<file path="src/fdrl_pkg.sv">
// Package for the recent-id list: default sizes, register constants and
// the command/status structs between controller and datapath. No dependencies.
package fdrl_pkg;

  localparam int DEPTH_DEF    = 16;
  localparam int ID_WIDTH_DEF = 32;
  localparam int CAP_W        = 5;
  localparam logic [CAP_W-1:0] CAP_RESET = 5'd16;

  typedef struct packed {
    logic latch;        // take the request into the datapath
    logic rd_issue;     // read store at the scan pointer
    logic step;         // move scan to the next older entry
    logic emit_empty;   // dump of an empty list
    logic emit_dump;    // one dump entry
    logic emit_hit;     // access found id
    logic emit_insert;  // access stores id, maybe evicting oldest
  } fdrl_cmd_t;

  typedef struct packed {
    logic is_dump;
    logic fill_zero;
    logic at_last;      // scan is at the oldest entry
    logic match;        // read data equals request id
    logic out_free;     // output register can take a result
  } fdrl_status_t;

endpackage

</file>
<file path="src/fdrl_ctrl.sv">
// Controller for the recent-id list: sequences the scan of the store.
// Depends on fdrl_pkg for the command and status structs.
module fdrl_ctrl (
  input  logic                  clk,
  input  logic                  rst,
  input  logic                  in_valid,
  output logic                  in_ready,
  input  fdrl_pkg::fdrl_status_t status,
  output fdrl_pkg::fdrl_cmd_t    cmd
);

  localparam logic [1:0] S_IDLE  = 2'd0;
  localparam logic [1:0] S_READ  = 2'd1;
  localparam logic [1:0] S_CHECK = 2'd2;

  logic [1:0] state, state_next;

  assign in_ready = (state == S_IDLE);

  always_comb begin
    cmd        = '0;
    state_next = state;
    case (state)
      S_IDLE: begin
        if (in_valid) begin
          cmd.latch  = 1'b1;
          state_next = S_READ;
        end
      end
      S_READ: begin
        if (status.fill_zero) begin
          if (status.out_free) begin
            cmd.emit_empty  = status.is_dump;
            cmd.emit_insert = !status.is_dump;
            state_next      = S_IDLE;
          end
        end else begin
          cmd.rd_issue = 1'b1;
          state_next   = S_CHECK;
        end
      end
      S_CHECK: begin
        if (status.is_dump) begin
          if (status.out_free) begin
            cmd.emit_dump = 1'b1;
            if (status.at_last) begin
              state_next = S_IDLE;
            end else begin
              cmd.step   = 1'b1;
              state_next = S_READ;
            end
          end
        end else if (status.match) begin
          if (status.out_free) begin
            cmd.emit_hit = 1'b1;
            state_next   = S_IDLE;
          end
        end else if (status.at_last) begin
          if (status.out_free) begin
            cmd.emit_insert = 1'b1;
            state_next      = S_IDLE;
          end
        end else begin
          cmd.step   = 1'b1;
          state_next = S_READ;
        end
      end
      default: state_next = S_IDLE;
    endcase
  end

  always_ff @(posedge clk) begin
    if (rst) begin
      state <= S_IDLE;
    end else begin
      state <= state_next;
    end
  end

endmodule

</file>
<file path="src/fdrl_dpath.sv">
// Datapath for the recent-id list: id store memory, list pointers, capacity
// register and output register. Depends on fdrl_pkg.
module fdrl_dpath #(
  parameter int DEPTH    = fdrl_pkg::DEPTH_DEF,
  parameter int ID_WIDTH = fdrl_pkg::ID_WIDTH_DEF
) (
  input  logic                             clk,
  input  logic                             rst,
  input  logic                             cfg_we,
  input  logic [fdrl_pkg::CAP_W-1:0]       cfg_wdata,
  input  logic                             req_type,
  input  logic [ID_WIDTH-1:0]              item_id,
  input  fdrl_pkg::fdrl_cmd_t              cmd,
  output fdrl_pkg::fdrl_status_t           status,
  output logic                             out_valid,
  input  logic                             out_ready,
  output logic                             hit,
  output logic                             evicted,
  output logic [ID_WIDTH-1:0]              entry_id,
  output logic                             entry_valid,
  output logic [$clog2(DEPTH+1)-1:0]       fill_count,
  output logic                             last
);

  localparam int PW   = (DEPTH > 1) ? $clog2(DEPTH) : 1;
  localparam int FW   = $clog2(DEPTH + 1);
  localparam int CMPW = (FW > fdrl_pkg::CAP_W) ? FW : fdrl_pkg::CAP_W;
  localparam logic [PW-1:0] LAST_POS = PW'(DEPTH - 1);

  logic [ID_WIDTH-1:0] mem [DEPTH];
  logic [ID_WIDTH-1:0] rd_data;

  logic [fdrl_pkg::CAP_W-1:0] cap;
  logic [FW-1:0]              fill;
  logic [PW-1:0]              newest;
  logic [PW-1:0]              ptr;
  logic [PW-1:0]              age;
  logic                       req_dump;
  logic [ID_WIDTH-1:0]        req_id;

  logic [FW-1:0] eff_cap;
  logic          room;
  logic [PW-1:0] newest_inc;
  logic [PW-1:0] wr_pos;
  logic          emit;

  // capacity clamped to 1..DEPTH
  always_comb begin
    if (cap == '0) begin
      eff_cap = FW'(1);
    end else if (CMPW'(cap) > CMPW'(DEPTH)) begin
      eff_cap = FW'(DEPTH);
    end else begin
      eff_cap = FW'(cap);
    end
  end

  assign room       = (fill < eff_cap);
  assign newest_inc = (newest == LAST_POS) ? '0 : newest + PW'(1);
  assign wr_pos     = (fill == '0) ? newest : newest_inc;
  assign emit       = cmd.emit_empty | cmd.emit_dump | cmd.emit_hit | cmd.emit_insert;

  assign status.is_dump   = req_dump;
  assign status.fill_zero = (fill == '0);
  assign status.at_last   = ((FW'(age) + FW'(1)) == fill);
  assign status.match     = (rd_data == req_id);
  assign status.out_free  = !out_valid || out_ready;

  always_ff @(posedge clk) begin
    if (cmd.emit_insert) begin
      mem[wr_pos] <= req_id;
    end
    if (cmd.rd_issue) begin
      rd_data <= mem[ptr];
    end
  end

  always_ff @(posedge clk) begin
    if (cmd.latch) begin
      req_dump <= req_type;
      req_id   <= item_id;
      age      <= '0;
      ptr      <= newest;
    end else if (cmd.step) begin
      age <= age + PW'(1);
      ptr <= (ptr == '0) ? LAST_POS : ptr - PW'(1);
    end
  end

  always_ff @(posedge clk) begin
    if (rst) begin
      cap    <= fdrl_pkg::CAP_RESET;
      fill   <= '0;
      newest <= '0;
    end else if (cfg_we) begin
      cap    <= cfg_wdata;
      fill   <= '0;
      newest <= '0;
    end else if (cmd.emit_insert) begin
      newest <= wr_pos;
      if (room) begin
        fill <= fill + FW'(1);
      end
    end
  end

  always_ff @(posedge clk) begin
    if (rst) begin
      out_valid <= 1'b0;
    end else if (emit) begin
      out_valid <= 1'b1;
    end else if (out_ready) begin
      out_valid <= 1'b0;
    end
  end

  always_ff @(posedge clk) begin
    if (emit) begin
      hit         <= cmd.emit_hit;
      evicted     <= cmd.emit_insert && !room;
      entry_valid <= cmd.emit_dump;
      last        <= !cmd.emit_dump || status.at_last;
      if (cmd.emit_dump || (cmd.emit_insert && !room)) begin
        entry_id <= rd_data;
      end else begin
        entry_id <= '0;
      end
      if (cmd.emit_insert && room) begin
        fill_count <= fill + FW'(1);
      end else begin
        fill_count <= fill;
      end
    end
  end

endmodule

</file>
<file path="src/fifo_dedup_recent_list.sv">
// Channel   Signals                                    Moves on
// in        in_valid/in_ready, req_type, item_id       in_valid & in_ready
// out       out_valid/out_ready, hit, evicted,         out_valid & out_ready
//           entry_id, entry_valid, fill_count, last
// cfg       cfg_we, cfg_wdata (capacity)               cfg_we
//
// One request at a time. The store is a single-port memory scanned newest
// first; the idle state takes the request, then each entry read passes the
// read and check states. An access scans up to the fill level (fewer on a
// hit); a dump reads every entry; on an empty list either answers from the
// read state. Output stalls hold the scan at the pending result. Reset empties
// the list and sets capacity to 16; no clearing pass runs over the store.
// Top level: depends on fdrl_pkg, fdrl_ctrl and fdrl_dpath.
module fifo_dedup_recent_list #(
  parameter int DEPTH    = fdrl_pkg::DEPTH_DEF,
  parameter int ID_WIDTH = fdrl_pkg::ID_WIDTH_DEF
) (
  input  logic                        clk,
  input  logic                        rst,
  input  logic                        cfg_we,
  input  logic [fdrl_pkg::CAP_W-1:0]  cfg_wdata,
  input  logic                        in_valid,
  output logic                        in_ready,
  input  logic                        req_type,
  input  logic [ID_WIDTH-1:0]         item_id,
  output logic                        out_valid,
  input  logic                        out_ready,
  output logic                        hit,
  output logic                        evicted,
  output logic [ID_WIDTH-1:0]         entry_id,
  output logic                        entry_valid,
  output logic [$clog2(DEPTH+1)-1:0]  fill_count,
  output logic                        last
);

  fdrl_pkg::fdrl_cmd_t    cmd;
  fdrl_pkg::fdrl_status_t status;

  fdrl_ctrl u_ctrl (
    .clk      (clk),
    .rst      (rst),
    .in_valid (in_valid),
    .in_ready (in_ready),
    .status   (status),
    .cmd      (cmd)
  );

  fdrl_dpath #(
    .DEPTH    (DEPTH),
    .ID_WIDTH (ID_WIDTH)
  ) u_dpath (
    .clk         (clk),
    .rst         (rst),
    .cfg_we      (cfg_we),
    .cfg_wdata   (cfg_wdata),
    .req_type    (req_type),
    .item_id     (item_id),
    .cmd         (cmd),
    .status      (status),
    .out_valid   (out_valid),
    .out_ready   (out_ready),
    .hit         (hit),
    .evicted     (evicted),
    .entry_id    (entry_id),
    .entry_valid (entry_valid),
    .fill_count  (fill_count),
    .last        (last)
  );

endmodule

</file>
<file path="config.mk">
export PLATFORM = sky130hd
export DESIGN_NAME = fifo_dedup_recent_list
export DESIGN_NICKNAME = d
export VERILOG_FILES = /design/src/fdrl_pkg.sv /design/src/fdrl_ctrl.sv /design/src/fdrl_dpath.sv /design/src/fifo_dedup_recent_list.sv
export SDC_FILE = /design/constraint.sdc
export NUM_CORES = 1
export LEC_CHECK = 0
export BUFFER_PORTS_ARGS = -buffer_cell sky130_fd_sc_hd__buf_2
export CORE_MARGIN = 1
export CORE_UTILIZATION = 55
export DETAILED_ROUTE_END_ITERATION = 8
export GPL_TIMING_DRIVEN = 0
export HOLD_SLACK_MARGIN = 0.02
export PLACE_DENSITY = 0.73
export SETUP_SLACK_MARGIN = 0.05
export SLEW_MARGIN = 5
export SYNTH_ARGS = -nofsm -noshare
export SYNTH_HDL_FRONTEND = slang
export SYNTH_SLANG_ARGS = --single-unit
</file>
<file path="constraint.sdc">
create_clock -name clk -period 6.7 [get_ports clk]
set_clock_uncertainty 0.15 [all_clocks]
set_input_delay 1.34 -clock clk [delete_from_list [all_inputs] [get_ports clk]]
set_output_delay 1.34 -clock clk [all_outputs]
set_load 0.02 [all_outputs]
</file>
==> run_results.csv, run 1 <==
group,metric,value,unit
clock_tree,clock-root-buffer,"clkbuf_16",
logic_synthesis,synth_seq_cells,643,
detailed_routing,antenna_left,0,
critical_path,cp.depth,8,
sta,slew_viol_final,0,
logic_synthesis,synthCells,1424,
clock_tree,clkTransAtPathRegs,0.06,ns
detailed_routing,vias_per_cell,6.210,
cells_and_area,final_area,0.02955,mm^2
critical_path,critPathMaxStageDelay,1.05,ns
critical_path,end_kind,"flop",
critical_path,worst_ep_required_time,6.87,ns
power,powerDensity,296.8,mW/mm^2
critical_path,crit_chain,"xor2_1, nor4_1, and4_1, nand2_1, a21o_1, o21ai_4, buf_16, buf_16",
clock_tree,cts_made_buffers,60,
logic_synthesis,synth_fp_nets,1481,
cells_and_area,final_nets,1721,
critical_path,worstSetupPathType,"reg -> reg",
critical_path,crit_arrival,4.62,ns
grt,antenna_found_initial,0,
clock_tree,clock_latency,0.63,ns
sta,worst_pin_slew,1.255,ns
floorplanning,initial_core_util,55.98,%
grt,grt_overflow,0,
floorplanning,ios,86,
critical_path,cp_common_cell,"buf_16",
sta,fin_crit,4.444,ns
sta,fin_hold_ws,0.3663,ns
cells_and_area,diodes,0,
logic_synthesis,ys.flop_type,"edfxtp_1",
logic_synthesis,synthAdderAreaFrac,0.6880,%
logic_synthesis,synth_area,0.02546,mm^2
critical_path,crit_buf_inv,2,
detailed_routing,routed_wl,60410,um
detailed_routing,drc_errors,0,
clock_tree,ctsHtreeMaxLevel,2,
critical_path,critPathLaunchType,"flop",
cells_and_area,final_util,64.97,%
power,ir_worst_vdd,0.2277,mV
place,hpwl,41510,um
min_path,hold_depth,2,
sta,max-slew-margin-rel,15.59,%
min_path,hold_class,"reg -> reg",
critical_path,r2r_cells,8,
critical_path,r2r-start,"u_dpath.req_id[18]",
critical_path,crit_end,"u_dpath.entry_id[14]",
grt,grt_pass1_wl,89150,um
floorplanning,dieArea,0.04716,mm^2
floorplanning,die_h,217.2,um
status,status,"finished clean",
clock_tree,cts_sinks,643,
power,p_leak,10.14,nW
critical_path,r2r-end,"u_dpath.entry_id[14]",
sta,hold_viol,0,
detailed_routing,drt_iter0_markers,1901,
logic_synthesis,synthXorXnorAreaFrac,1.405,%
critical_path,cp_top_family,"simple AND/OR/NAND/NOR gates",
critical_path,crit_path_max_fanout,21,
clock_tree,cts_hold_buf,0,
floorplanning,core_area,0.04548,mm^2
grt,grt_pass1_vias,14250,
logic_synthesis,synth_compound_area_share,6.320,%
logic_synthesis,synth_cell_types,68,
clock_tree,post_cts_buffers,0,
power,p_total,8.770,mW
floorplanning,num_rows,78,
detailed_routing,vias,14357,
critical_path,critPathLaunch,"u_dpath.req_id[18]",
cells_and_area,syn_to_final_growth,16.06,%
sta,clock.fmax,225.0,MHz
grt,track_usage,26.13,%
logic_synthesis,synth_top_family_by_area,"multiplexers",
logic_synthesis,yosysWarnings,0,
floorplanning,die_w,217.2,um
detailed_routing,wl_per_cell,26.13,um
sta,rsz0062_at_grt,"no",
detailed_routing,drtPass1Iterations,6,
sta,fin_crit_sh,66.32,%
logic_synthesis,muxShareOfSynthArea,11.05,%
logic_synthesis,synth_edf_count,622,
logic_synthesis,yosysSeqAreaShare,75.01,%
clock_tree,cts_tree,"built",
place,finalWeightedCongestion,0.8547,
sta,final-setup-viol-count,0,
run,drv_cap,0,
place,dpl_cell_area,0.02754,mm^2
place,portBuffers,84,
place,dp_cells,2202,
logic_synthesis,avgSynthCellArea,17.88,um^2
grt,grt_max_degree,43,
cells_and_area,n_fill_cell,3067,
cells_and_area,drive_gt1_share,23.25,%
critical_path,reg2reg_setup_slack,2.26,ns
clock_tree,cts_resized,0,
cells_and_area,stdcell_count,2312,
logic_synthesis,async_flop_share,0,%
critical_path,slowest_stage,"nor4_1",
logic_synthesis,synth-simple-area-share,3.981,%
clock_tree,clk_path_buf_depth,3,
[worst min path at each step]
stage	from	endpoint	slack [ns]
2_1_floorplan	u_dpath.cap[0]	u_dpath.cap[0]	0.31
3_3_place_gp	u_dpath.cap[0]	u_dpath.cap[0]	0.33
3_5_place_dp	u_dpath.age[1]	u_dpath.age[1]	0.35
4_1_cts	u_dpath.age[1]	u_dpath.age[1]	0.36
5_1_grt	u_dpath.age[1]	u_dpath.age[1]	0.40
6_report	u_dpath.age[1]	u_dpath.age[1]	0.37
[through the flow]
step	setup WS (ns)	TNS [ns]
6_report	2.256	0
3_3_place_gp	-3.779	-1607.19
4_1_cts	2.364	0
2_1_floorplan	0.5283	0
3_5_place_dp	2.170	0
5_1_grt	2.164	0
[cell type report]
class,count,area (um^2),area share [%]
flip-flops and latches,643,19100,64.63
multi-input cells,693,6085,20.59
clock buffers,72,1546,5.234
repair buffers,178,1209,4.090
well taps,600,750.7,2.541
clock inverters,38,467.9,1.584
plain buffers,70,325.3,1.101
inverters,18,67.56,0.2286
[where the power goes]
group,internal [mW],switching [mW]
Clock,2.03,1.47
Combinational,0.259,0.444
Sequential,4.49,0.0783
Total,6.78,1.99
[cells in the final DEF, fill, tap and decap left out, drive strengths merged, types with 2 or more instances in the layout]
master	instances
xnor2	6
nor4	24
o31ai	2
a21boi	32
nand2	94
a21o	3
bufinv	10
clkinvlp	3
a22oi	32
nand2b	3
a31oi	7
and3	3
a21oi	44
nor3	9
xor2	34
or3	3
a41oi	2
o21ai	43
clkinv	23
a221oi	33
o21bai	4
a2111o	2
dfxtp	21
nor2b	4
nand3b	4
nor2	51
a211oi	4
and4	2
o211ai	3
and2	2
inv	20
nand3	5
ha	14
a311oi	2
mux2i	136
clkbuf	109
buf	211
nand4	7
edfxtp	622
mux4	64
[Yosys cell counts, drive strengths merged (21+ instances only)]
cell | count | area, um^2
xor2 | 34 | 297.8
nand2 | 94 | 352.8
o21ai | 43 | 219.0
buf | 33 | 186.4
mux4 | 64 | 1441
nor2 | 51 | 201.5
dfxtp | 21 | 420.4
clkbuf | 37 | 138.9
a21boi | 32 | 274.0
edfxtp | 622 | 18680
a21oi | 44 | 220.2
nor4 | 24 | 156.4
a22oi | 32 | 240.2
mux2i | 136 | 1361
a221oi | 33 | 306.5
[routing by layer]
layer	share of wire, %	global-route usage [%]	vias to the layer above
met5	0	0	-
met4	3.4	9.953	0
met3	8.6	4.612	143
met2	47	41.42	794
met1	41	36.50	7240
li1	-	-	6180
[sequential cells by signal (all words and copies together), names as in the netlist]
name / cells
u_dpath.out_valid: 1
u_dpath.age: 4
u_dpath.entry_id: 32
u_ctrl.state: 2
u_dpath.hit: 1
u_dpath.evicted: 1
u_dpath.mem: 512
u_dpath.newest: 4
u_dpath.cap: 5
u_dpath.rd_data: 32
u_dpath.last: 1
u_dpath.fill: 5
u_dpath.fill_count: 5
u_dpath.ptr: 4
u_dpath.req_id: 32
u_dpath.req_dump: 1
u_dpath.entry_valid: 1
[worst min-delay path, stage by stage, from the launching register on]
cell and delay, ns:
dfxtp_1 0.33, o21ai_0 0.08, a21oi_1 0.06
[cell families after synthesis]
group / count (synthesis)
DFF: 643
AOI/OAI and AO/OA: 223
and+or+nand+nor: 215
muxes: 201
buffers and inverters: 88
xor gates and xnor gates: 40
adders and majority gates: 14
Power figures use the tool's default switching activity.
==> run 2, diff against run 1 <==
==> constraint.sdc (replaced) <==
create_clock -name clk -period 4.4 [get_ports clk]
set_clock_uncertainty 0.15 [all_clocks]
set_input_delay 0.88 -clock clk [delete_from_list [all_inputs] [get_ports clk]]
set_output_delay 0.88 -clock clk [all_outputs]
set_load 0.02 [all_outputs]
==> run 2 against run 1 <==
  * Die area unchanged
  * Register-to-register slack worse by 2.2 ns
  * First-iteration DRC count down 12%
  * Critical path type unchanged
  * Highest routed layer unchanged
==> run_results.csv, run 2 (synthesis results as in run 1) <==
group,metric,value,unit
detailed_routing,wl_per_cell,26.00,um
place,finalWeightedCongestion,0.8411,
place,dpl_cell_area,0.02748,mm^2
critical_path,slowest_stage,"nor4_4",
clock_tree,cts_made_buffers,61,
detailed_routing,drc_errors,0,
grt,grt_pass1_wl,88550,um
sta,slew_viol_final,0,
clock_tree,cts_hold_buf,0,
sta,worst_pin_slew,1.239,ns
critical_path,critPathMaxStageDelay,0.72,ns
clock_tree,cts_sinks,643,
critical_path,crit_path_max_fanout,17,
clock_tree,ctsHtreeMaxLevel,2,
power,power.internal,10.34,mW
cells_and_area,diodes,0,
critical_path,worstSetupPathType,"reg -> reg",
detailed_routing,routed_wl,59600,um
clock_tree,clk_path_buf_depth,3,
place,dp_cells,2177,
power,power_frac_seq,52.0,%
grt,grt_overflow,0,
cells_and_area,top_register,"u_dpath.mem",
critical_path,critPathLaunchType,"flop",
power,switchingPower,3.037,mW
cells_and_area,stdcell_count,2292,
cells_and_area,drive_gt1_share,22.16,%
sta,rsz0062_at_grt,"yes",
critical_path,crit_chain,"xor2_1, nor4_1, and4_1, a211oi_4, nor2_4, buf_6, nor4_4, buf_6, buf_6",
critical_path,worst_ep_required_time,4.58,ns
floorplanning,core_area,0.04548,mm^2
critical_path,end_kind,"flop",
run,drv_cap,0,
critical_path,r2r_cells,9,
power,pwr-share-comb,8.0,%
cells_and_area,final_nets,1697,
power,swShare,22.70,%
min_path,hold_class,"in -> reg",
floorplanning,initial_core_util,55.98,%
floorplanning,dieArea,0.04716,mm^2
floorplanning,num_rows,78,
floorplanning,ios,86,
clock_tree,clock-root-buffer,"clkbuf_16",
floorplanning,die_w,217.2,um
cells_and_area,final_area,0.02959,mm^2
power,powerDensity,452.0,mW/mm^2
cells_and_area,register_area,0.01910,mm^2
grt,antenna_found_initial,0,
critical_path,cp_common_cell,"buf_6",
detailed_routing,antenna_left,0,
clock_tree,clkTransAtPathRegs,0.06,ns
status,status,"finished clean",
clock_tree,post_cts_buffers,0,
detailed_routing,vias_per_cell,6.123,
sta,fin_crit,4.309,ns
clock_tree,clock_latency,0.63,ns
critical_path,crit_buf_inv,3,
grt,grt_pass1_vias,13876,
cells_and_area,n_fill_cell,3080,
grt,grt_max_degree,43,
place,portBuffers,84,
cells_and_area,multi_input_area,0.006213,mm^2
power,clkPwrFrac,40.0,%
sta,fin_crit_sh,97.94,%
cells_and_area,layout_commonest_cell,"edfxtp_1",
cells_and_area,layout_common_cells,"edfxtp_1 (622), mux2i_1 (136), buf_2 (104), nand2_1 (94), mux4_2 (64)",
sta,max-slew-margin-rel,17.43,%
sta,hold_viol,0,
clock_tree,cts_tree,"built",
power,p_leak,10.08,nW
sta,final-setup-viol-count,0,
critical_path,cp_top_family,"simple AND/OR/NAND/NOR gates",
critical_path,cp.depth,9,
cells_and_area,syn_to_final_growth,16.23,%
detailed_routing,drt_iter0_markers,1677,
critical_path,crit_arrival,4.49,ns
min_path,hold_depth,1,
sta,clock.fmax,232.0,MHz
detailed_routing,vias,14035,
power,ir_worst_vdd,0.3657,mV
floorplanning,die_h,217.2,um
detailed_routing,drtPass1Iterations,6,
cells_and_area,largest_register_ff_count,512,
place,hpwl,40690,um
grt,track_usage,25.99,%
## run 2: changes by cell type in the layout (fill, tap and decap cells not counted), moves of 2 or more
cell,change
nor4_2,-12
buf_4,-46
buf_8,+4
clkbuf_16,+2
clkinv_1,+3
buf_6,+18
buf_16,-2
clkinv_2,+2
nor4_4,+13
## run 2: repair_timing
action | 4_1_cts | 5_1_grt
pin swaps | 0 | 1
resized for setup | 2 | 5
endpoints found under the setup margin | 24 | 34
## run 2: path summary, 6_finish.rpt
| check | end | slack (ns) | from |
|---|---|---|---|
| worst min register to register | u_dpath.cap[0] | 0.36 | u_dpath.cap[0] |
| worst min-delay path | u_dpath.req_id[2] | 0.27 | item_id[2] |
| worst max-delay path | u_dpath.mem[15][9] | 0.09 | u_dpath.req_id[19] |
| worst max register to register | u_dpath.mem[15][9] | 0.09 | u_dpath.req_id[19] |
## run 2: cell type report
cell class | instances | share of cell area, %
Buffer | 70 | 1.099
Clock inverter | 40 | 1.505
Clock buffer | 75 | 5.408
Multi-Input combinational cell | 693 | 21.00
Timing Repair Buffer | 153 | 3.687
Inverter | 18 | 0.2283
Tap cell | 600 | 2.537
Sequential cell | 643 | 64.54
## run 2: per-stage QoR
| stage | setup TNS, ns | utilization [%] | worst slack [ns] | hold WS [ns] | power (mW) |
|---|---|---|---|---|---|
| final | 0 | 65.07 | 0.09053 | 0.2703 | 13.38 |
| after global routing | 0 | 65.07 | 0.03281 | 0.2495 | 13.75 |
| after CTS | 0 | 64.95 | 0.09908 | 0.2276 | 13.44 |
| after detailed placement | -0.3810 | 60.42 | -0.02806 | 0.3548 | 8.143 |
| after global placement | -1840.48 | 58.73 | -5.723 | 0.3325 | 8.098 |
| after floorplan | -303.99 | - | -1.188 | 0.3104 | 7.739 |
## run 2: power by group through the flow
stage | Clock (mW) | Sequential, mW | Combinational, mW
floorplan | 0 | 7.07 | 0.665
global placement | 0 | 7.08 | 1.02
detailed placement | 0 | 7.08 | 1.06
CTS | 5.42 | 6.95 | 1.07
global route | 5.64 | 6.97 | 1.14
finish | 5.36 | 6.95 | 1.06
## run 2: layer usage
| layer | global-route usage, % | vias up | share of wire (%) |
|---|---|---|---|
| li1 | - | 6151 | - |
| met1 | 37.45 | 7091 | 42 |
| met2 | 40.60 | 685 | 47 |
| met3 | 4.822 | 108 | 8.5 |
| met4 | 8.146 | 0 | 2.6 |
| met5 | 0 | - | 0 |
